[config.mk]
export PLATFORM = sky130hd
export DESIGN_NAME = tvjt_ctrl
export DESIGN_NICKNAME = d
export VERILOG_FILES = /design/src/sv/tag_value_jar_table_top_assert.svh /design/src/sv/tvjt_pkg.sv /design/src/sv/tvjt_ctrl.sv
export SDC_FILE = /design/constraint.sdc
export NUM_CORES = 1
export LEC_CHECK = 0
export ABC_AREA = 1
export BUFFER_PORTS_ARGS = -buffer_cell sky130_fd_sc_hd__buf_2
export CORE_AREA = 3 3 40 42
export CTS_BUF_LIST = sky130_fd_sc_hd__clkbuf_8
export DETAILED_ROUTE_END_ITERATION = 8
export DIE_AREA = 0 0 43 45
export HOLD_SLACK_MARGIN = 0.12
export PLACE_DENSITY = 0.76
export SLEW_MARGIN = 40
export SYNTH_ARGS = -nofsm -noshare
export SYNTH_HDL_FRONTEND = slang
export SYNTH_SLANG_ARGS = --single-unit
[constraint.sdc]
create_clock -name clock -period 2.3 [get_ports clock]
set_input_delay 0.575 -clock clock [delete_from_list [all_inputs] [get_ports clock]]
set_output_delay 0.575 -clock clock [all_outputs]
set_load 0.01 [all_outputs]
[src/sv/tag_value_jar_table_top_assert.svh]
// Assertion macros for the tag/value table.
// Used by tag_value_jar_table_top; needs signals named clock and reset in scope.
`ifndef TAG_VALUE_JAR_TABLE_TOP_ASSERT_SVH
`define TAG_VALUE_JAR_TABLE_TOP_ASSERT_SVH
`ifndef SYNTHESIS
`define TVJT_ASSERT_IMP(lbl, ante, cons, msg) \
   lbl: assert property (@(posedge clock) disable iff (reset) (ante) |-> (cons)) \
      else $error(msg);
`define TVJT_ASSERT_NXT(lbl, ante, cons, msg) \
   lbl: assert property (@(posedge clock) disable iff (reset) (ante) |=> (cons)) \
      else $error(msg);
`else
`define TVJT_ASSERT_IMP(lbl, ante, cons, msg)
`define TVJT_ASSERT_NXT(lbl, ante, cons, msg)
`endif
`endif

[src/sv/tvjt_pkg.sv]
// Shared constants, codes and control/status structs of the tag/value table.
// No dependencies.
package tvjt_pkg;

   localparam int MAX_ENTRIES = 128;
   localparam int IDX_W       = $clog2(MAX_ENTRIES);
   localparam int CNT_W       = IDX_W + 1;
   localparam int TAG_W       = 32;
   localparam int ENTRY_W     = 2 * TAG_W;
   localparam int TOTAL_W     = 8;
   localparam int CMP_W       = ((CNT_W > TOTAL_W) ? CNT_W : TOTAL_W) + 1;
   localparam int SLOT_W      = 16;
   localparam int REQ_W       = 72;
   localparam int RSP_W       = 40;

   localparam logic [TOTAL_W-1:0] TOTAL_RESET = 8'd129;

   localparam logic [1:0] OP_GET = 2'd0;
   localparam logic [1:0] OP_SET = 2'd1;
   localparam logic [1:0] OP_DEL = 2'd2;

   localparam logic [1:0] ST_OK       = 2'd0;
   localparam logic [1:0] ST_INVALID  = 2'd1;
   localparam logic [1:0] ST_NOTFOUND = 2'd2;
   localparam logic [1:0] ST_FULL     = 2'd3;

   typedef enum logic [2:0] {
      RES_OK_ZERO,
      RES_TOTAL,
      RES_SLOT_TAG,
      RES_VALUE,
      RES_INVALID,
      RES_NOTFOUND,
      RES_FULL
   } res_type;

   typedef struct packed {
      logic    load_req;
      logic    scan_start;
      logic    scan_step;
      logic    shift_start;
      logic    shift_step;
      logic    hit_write;
      logic    append;
      logic    count_dec;
      logic    res_load;
      res_type res_code;
      logic    rsp_push;
   } cmd_type;

   typedef struct packed {
      logic [1:0]       opcode;
      logic             tag_zero;
      logic             tag_high_zero;
      logic             slot_bad;
      logic             slot_in;
      logic             zero_byte;
      logic             room;
      logic             hit;
      logic             scan_done;
      logic             rsp_free;
      logic [CNT_W-1:0] entry_count;
   } stat_type;

endpackage

[src/sv/tvjt_ctrl.sv]
// Controller state machine of the tag/value table: decode, slot read, scan, shift, respond.
// Uses tvjt_pkg; drives the datapath only through cmd_type / stat_type.
module tvjt_ctrl (
   input  logic               clock,
   input  logic               reset,
   input  logic               req_tvalid,
   output logic               req_tready,
   input  tvjt_pkg::stat_type stat,
   output tvjt_pkg::cmd_type  cmd
);
   import tvjt_pkg::*;

   localparam logic [2:0] S_IDLE   = 3'd0;
   localparam logic [2:0] S_DECODE = 3'd1;
   localparam logic [2:0] S_SLOT   = 3'd2;
   localparam logic [2:0] S_SEARCH = 3'd3;
   localparam logic [2:0] S_SHIFT  = 3'd4;
   localparam logic [2:0] S_DONE   = 3'd5;

   logic [2:0] state_ff, state_in;

   always_comb begin
      state_in   = state_ff;
      req_tready = 1'b0;
      cmd        = '0;
      cmd.res_code = RES_OK_ZERO;

      unique case (state_ff)
         S_IDLE: begin
            req_tready = 1'b1;
            if (req_tvalid) begin
               cmd.load_req = 1'b1;
               state_in     = S_DECODE;
            end
         end
         S_DECODE: begin
            cmd.res_load = 1'b1;
            state_in     = S_DONE;
            unique case (stat.opcode)
               OP_GET: begin
                  priority if (stat.tag_zero) begin
                     cmd.res_code = RES_TOTAL;
                  end else if (stat.tag_high_zero) begin
                     priority if (stat.slot_bad) begin
                        cmd.res_code = RES_INVALID;
                     end else if (stat.slot_in) begin
                        // slot address is on the RAM read port this cycle
                        cmd.res_load = 1'b0;
                        state_in     = S_SLOT;
                     end else begin
                        cmd.res_code = RES_OK_ZERO;
                     end
                  end else begin
                     cmd.res_load   = 1'b0;
                     cmd.scan_start = 1'b1;
                     state_in       = S_SEARCH;
                  end
               end
               OP_SET: begin
                  if (stat.zero_byte) begin
                     cmd.res_code = RES_INVALID;
                  end else begin
                     cmd.res_load   = 1'b0;
                     cmd.scan_start = 1'b1;
                     state_in       = S_SEARCH;
                  end
               end
               OP_DEL: begin
                  if (stat.tag_zero) begin
                     cmd.res_code = RES_INVALID;
                  end else begin
                     cmd.res_load   = 1'b0;
                     cmd.scan_start = 1'b1;
                     state_in       = S_SEARCH;
                  end
               end
               default: cmd.res_code = RES_INVALID;
            endcase
         end
         S_SLOT: begin
            cmd.res_load = 1'b1;
            cmd.res_code = RES_SLOT_TAG;
            state_in     = S_DONE;
         end
         S_SEARCH: begin
            priority if (stat.hit) begin
               cmd.res_load = 1'b1;
               state_in     = S_DONE;
               unique case (stat.opcode)
                  OP_GET: cmd.res_code = RES_VALUE;
                  OP_SET: begin
                     cmd.hit_write = 1'b1;
                     cmd.res_code  = RES_OK_ZERO;
                  end
                  OP_DEL: begin
                     cmd.res_load    = 1'b0;
                     cmd.shift_start = 1'b1;
                     state_in        = S_SHIFT;
                  end
                  default: cmd.res_code = RES_INVALID;
               endcase
            end else if (stat.scan_done) begin
               cmd.res_load = 1'b1;
               state_in     = S_DONE;
               unique case (stat.opcode)
                  OP_GET: cmd.res_code = RES_NOTFOUND;
                  OP_SET: begin
                     if (stat.room) begin
                        cmd.append   = 1'b1;
                        cmd.res_code = RES_OK_ZERO;
                     end else begin
                        cmd.res_code = RES_FULL;
                     end
                  end
                  default: cmd.res_code = RES_INVALID;
               endcase
            end else begin
               cmd.scan_step = 1'b1;
            end
         end
         S_SHIFT: begin
            if (stat.scan_done) begin
               cmd.count_dec = 1'b1;
               cmd.res_load  = 1'b1;
               cmd.res_code  = RES_OK_ZERO;
               state_in      = S_DONE;
            end else begin
               cmd.shift_step = 1'b1;
            end
         end
         S_DONE: begin
            if (stat.rsp_free) begin
               cmd.rsp_push = 1'b1;
               state_in     = S_IDLE;
            end
         end
         default: state_in = S_IDLE;
      endcase
   end

   always_ff @(posedge clock) begin
      if (reset) begin
         state_ff <= S_IDLE;
      end else begin
         state_ff <= state_in;
      end
   end

endmodule

==> results of run 1 <==
-- layout by cell type (no fill, tap or decap), drive strengths merged --
| cell type | Yosys | layout |
|---|---|---|
| o221ai | 1 | 1 |
| inv | 20 | 21 |
| nor3 | 7 | 7 |
| clkbuf | 0 | 3 |
| a21oi | 5 | 5 |
| a32o | 1 | 1 |
| nand3b | 1 | 1 |
| ha | 5 | 5 |
| o21a | 1 | 1 |
| o21ai | 3 | 3 |
| nand3 | 5 | 5 |
| nand4 | 2 | 2 |
| buf | 0 | 28 |
| nor2 | 12 | 12 |
| dfxtp | 3 | 3 |
| o22ai | 1 | 1 |
| nand2 | 26 | 26 |
| o211ai | 1 | 1 |
-- report_power, final --
| group | internal, mW | total, mW | switching, mW | leakage, nW |
|---|---|---|---|---|
| Clock | 0.114 | 0.153 | 0.0387 | 0.0269 |
| Sequential | 0.0603 | 0.0721 | 0.0118 | 0.0247 |
| Combinational | 0.0620 | 0.157 | 0.0949 | 0.399 |
| Total | 0.236 | 0.382 | 0.145 | 0.450 |
-- area by class of cell --
class / count / area (um^2) / share of cell area
clock inverter: 1 / 3.75 / 0.00520
tap: 15 / 18.8 / 0.0260
inverter: 20 / 75.1 / 0.104
timing repair buffer: 28 / 143 / 0.198
multi-input combinational: 71 / 380 / 0.527
sequential: 3 / 60.1 / 0.0832
clock buffer: 3 / 41.3 / 0.0572
-- how the worst min path moves through the flow --
| stage | from | to | slack (ps) |
|---|---|---|---|
| 2_1_floorplan | state_ff[2] | state_ff[0] | 630 |
| 3_3_place_gp | state_ff[0] | state_ff[0] | 690 |
| 3_5_place_dp | state_ff[0] | state_ff[0] | 690 |
| 4_1_cts | reset | state_ff[1] | 530 |
| 5_1_grt | reset | state_ff[1] | 540 |
| 6_report | reset | state_ff[1] | 520 |
-- per-stage QoR --
step / total power [mW] / worst slack [ps] / utilization
final: 0.382 / 152 / 0.562
after global routing: 0.411 / 63.4 / 0.562
after CTS: 0.384 / 155 / 0.562
after detailed placement: 0.230 / 160 / 0.527
after global placement: 0.228 / 165 / 0.527
after floorplan: 0.175 / 442 / -
-- per-layer routing --
metal	share of wire	GRT usage	wire length, um	up-vias
li1	-	-	-	364
met1	0.43	0.200	591	285
met2	0.48	0.266	660	24
met3	0.080	0.0319	109	3
met4	0.0073	0.0542	10	0
met5	0	0	0	-
-- kinds of logic after synthesis --
kind of cell | synth area share
buf+inv | 0.146
flops | 0.117
fa+ha+maj | 0.121
compound gates | 0.155
simple gates | 0.461
==> flow_metrics.py, run 1 <==
metrics = {
    "run_status": {
        "status": "finished, final reports clean",
    },
    "grt": {
        "grt_overflow": 0,
        "grt_pass1_wl_um": 2380,
        "grt_max_degree": 7,
        "track_usage": 0.157,
        "grt_pass1_vias": 633,
        "antenna_found_initial": 0,
    },
    "place": {
        "place.gp.congestion": 0.909,
        "placed_cell_area_um2": 677,
        "port_buffers": 27,
        "place_inst": 137,
        "hpwl_um": 1170,
    },
    "final_layout": {
        "largest_reg_flops": 3,
        "nets": 154,
        "largest_register": "state_ff",
        "final_area_um2": 722,
        "area_delta_synth_final_pct": 40.0,
        "drive_gt1_frac": 0.278,
        "fin_cells": 141,
        "n_antenna_cell": 0,
        "top_regs": "state_ff: 3 flops",
        "fillers": 141,
    },
    "die": {
        "dieArea_um2": 1940,
        "fp-row-count": 13,
        "io_pins": 36,
        "die_w_um": 43,
        "start_util": 0.401,
        "die_y_um": 45,
        "core_um2": 1280,
    },
    "worst_setup_path": {
        "cp.arrival_ps": 1570,
        "crit_path_end": "cmd[4]",
        "crit_required_ps": 1730,
        "rrSetupSlack_ps": 1170,
        "cp_num_cells": 8,
        "critPathBufInv": 3,
        "path_cells": "buf_2 -> inv_1 -> ha_1 -> nand2_1 -> nand3b_1 -> a21oi_1 -> nand3_1 -> buf_2",
        "crit_family": "buffers and inverters",
        "cp-end-kind": "output pin",
        "cp_common_cell": "buf_2",
        "critPathMaxStageDelay_ps": 230,
        "regToRegStartpoint": "state_ff[1]",
        "crit_type": "in -> out",
        "timing.rr.end": "state_ff[2]",
        "critPathLaunch": "stat[17]",
        "cp_max_fo": 3,
        "cp_slowest_cell": "ha_1",
        "reg2regPathDepth": 7,
        "start_kind": "input pin",
    },
    "sta": {
        "setup_viol": 0,
        "holdWs_ps": 525,
        "rsz0062_at_grt": "no",
        "finalHoldViolations": 0,
        "slew_violations": 0,
        "period_needed_ps": 2150,
        "min_period_over_period": 0.934,
        "worst_pin_slew_ps": 250,
        "slew_headroom": 0.832,
        "fmax_mhz": 465,
        "skew_ps": 3.91,
        "fin_setup_tns_ps": 0,
    },
    "yosys": {
        "synth-edff-count": 0,
        "ys_types": 20,
        "synthFlopType": "dfxtp_1",
        "yosys-top-cells-area": "nand2_1 (18%), inv_1 (14%), ha_1 (12%)",
        "async_flop_share": 0,
        "syn_area_per_cell_um2": 5.48,
        "syn_inst": 94,
        "ys_seq_area_frac": 0.117,
        "synth_area_um2": 515,
        "synth_fp_nets": 121,
        "synth-seq-cells": 3,
        "yosys_warnings": 0,
        "yosys.area.top_type": "nand2_1",
        "yosysMostFrequentCell": "nand2_1",
        "synth_commonest_cells": "nand2_1 (25), inv_1 (19), nor2_1 (11)",
        "netlist.area_leader.share": 0.182,
    },
    "clock_tree": {
        "cts_tree": "yes",
        "clk_latency_ps": 220,
        "cts_root_buffer": "clkbuf_8",
        "cts_setup_buffers": 0,
        "cts_max_level": 1,
        "cts.sinks": 3,
        "numCtsBuffers": 3,
        "cts-resized-gates": 0,
        "clk_pin_slew_ps": 30,
        "cts_hold_buf": 0,
        "clk_path_buf_depth": 2,
    },
    "detailed_routing": {
        "ant_nets": 0,
        "drt_wl_total_um": 1370,
        "drc": 0,
        "via_count": 676,
        "firstDrtPassIters": 4,
        "drt_iter0_drc": 25,
        "viasPerCell": 4.79,
        "wire_per_inst_um": 9.72,
    },
    "hold_path": {
        "min_path_cells": 2,
        "hp-class": "in -> reg",
    },
    "flow_run": {
        "cap_viol_max_count": 0,
    },
    "power": {
        "p_leak_nw": 0.450,
        "power_per_cell_area_nw_per_um2": 529,
        "ir_worst_vdd_uv": 164,
    },
}
Note: power is estimated with default switching activity, not from simulation.
==> inputs of run 2 (changes only) <==
- PLACE_DENSITY: 0.76 -> 0.74
- clock period: 2.3 -> 2.4 ns (I/O delays scaled with it)
==> run 2 against run 1 <==
Effect of this change: total power decreased by 5.0%; via count grew 1.5%; register-to-register slack gained 110 ps; hold slack gained 25 ps; sequential power down 4.4%; clock skew shrank 1.4 ps; design area decreased by 1.0%; critical endpoint is now cmd[3]; largest cell class unchanged; largest power group unchanged.
==> flow_metrics.py, run 2 (synthesis gave the netlist of run 1 again) <==
metrics = {
    "run_status": {
        "status": "finished, final reports clean",
    },
    "worst_setup_path": {
        "crit_required_ps": 1800,
        "cp_max_fo": 5,
        "critPathMaxStageDelay_ps": 260,
        "path_cells": "buf_2 -> inv_1 -> ha_1 -> inv_1 -> nand2_1 -> o221ai_1 -> o21ai_0 -> buf_2",
        "crit_type": "in -> out",
        "cp_slowest_cell": "ha_1",
        "cp-end-kind": "output pin",
        "start_kind": "input pin",
        "cp.arrival_ps": 1630,
    },
    "clock_tree": {
        "clk_latency_ps": 220,
        "cts_tree": "yes",
        "numCtsBuffers": 3,
        "cts-resized-gates": 0,
        "cts_max_level": 1,
        "cts_setup_buffers": 0,
        "cts_hold_buf": 0,
        "clk_path_buf_depth": 2,
        "cts.sinks": 3,
        "cts_root_buffer": "clkbuf_8",
        "clk_pin_slew_ps": 30,
    },
    "sta": {
        "setup_viol": 0,
        "worst_pin_slew_ps": 247,
        "finalHoldViolations": 0,
        "rsz0062_at_grt": "no",
        "fmax_mhz": 449,
        "skew_ps": 2.48,
        "period_needed_ps": 2230,
        "fin_setup_tns_ps": 0,
        "holdWs_ps": 550,
        "min_period_over_period": 0.929,
        "slew_headroom": 0.834,
        "slew_violations": 0,
    },
    "place": {
        "port_buffers": 27,
        "place.gp.congestion": 0.907,
        "hpwl_um": 1180,
    },
    "grt": {
        "track_usage": 0.163,
        "grt_pass1_wl_um": 2410,
        "grt_max_degree": 7,
        "grt_overflow": 0,
        "antenna_found_initial": 0,
        "grt_pass1_vias": 625,
    },
    "flow_run": {
        "cap_viol_max_count": 0,
    },
    "final_layout": {
        "nets": 153,
        "largest_register": "state_ff",
        "fillers": 137,
        "top_regs": "state_ff: 3 flops",
        "multi_input_area_um2": 380,
        "drive_gt1_frac": 0.272,
        "layout.area.seq_um2": 60.1,
        "n_antenna_cell": 0,
        "largest_reg_flops": 3,
        "final_common_cell": "buf_2",
        "area_delta_synth_final_pct": 38.6,
        "final_cell_mix": "buf_2 (27), nand2_1 (25), inv_1 (20)",
    },
    "die": {
        "dieArea_um2": 1940,
        "io_pins": 36,
        "core_um2": 1280,
        "start_util": 0.401,
        "die_y_um": 45,
        "die_w_um": 43,
        "fp-row-count": 13,
    },
    "detailed_routing": {
        "drt_iter0_drc": 14,
        "ant_nets": 0,
        "viasPerCell": 4.90,
        "drt_wl_total_um": 1360,
        "firstDrtPassIters": 4,
        "wire_per_inst_um": 9.69,
        "drc": 0,
        "via_count": 686,
    },
    "power": {
        "ir_worst_vdd_uv": 290,
        "power_per_cell_area_nw_per_um2": 507,
        "p_leak_nw": 0.445,
    },
    "hold_path": {
        "hp-class": "in -> reg",
    },
}
[run 2: report_power, final]
part	switching [mW]	leakage [nW]	internal (mW)
Clock	0.0354	0.0269	0.109
Sequential	0.0111	0.0247	0.0578
Combinational	0.0904	0.393	0.0587
Total	0.137	0.445	0.226
[run 2: worst paths after layout]
kind / depth (start not counted) / startpoint / endpoint / slack [ps]
setup / recovery: 8 / stat[17] / cmd[3] / 170
hold / removal: 2 / reset / state_ff[1] / 550
setup reg to reg: 7 / state_ff[1] / state_ff[2] / 1280
hold reg to reg: 4 / state_ff[0] / state_ff[0] / 690
[run 2: per-layer routing]
layer,vias to the layer above,track usage,wire length [um]
met2,30,0.287,656
met5,-,0,0
met1,289,0.197,573
li1,363,-,-
met3,4,0.0239,105
met4,0,0.0723,22
[run 2: layout make-up]
type | instances | area share
multi-input cells | 71 | 0.532
repair buffers | 27 | 0.189
inverters | 20 | 0.105
flip-flops and latches | 3 | 0.0841
clock buffers | 3 | 0.0578
well taps | 15 | 0.0263
clock inverters | 1 | 0.00525
[run 2: critical path, delay by kind of cell]
family,cells,cell delay (ps)
compound gates,2,260
buf+inv,4,440
fa+ha+maj,1,260
simple gates,1,60
[run 2: per-stage QoR]
step	worst slack, ps	area, um^2	util	total power, mW	instances
final	171	714	0.556	0.362	140
after global routing	44.0	714	0.556	0.395	140
after CTS	167	714	0.556	0.366	140
after detailed placement	175	669	0.521	0.220	136
after global placement	190	669	0.521	0.218	136
after floorplan	492	515	-	0.167	94
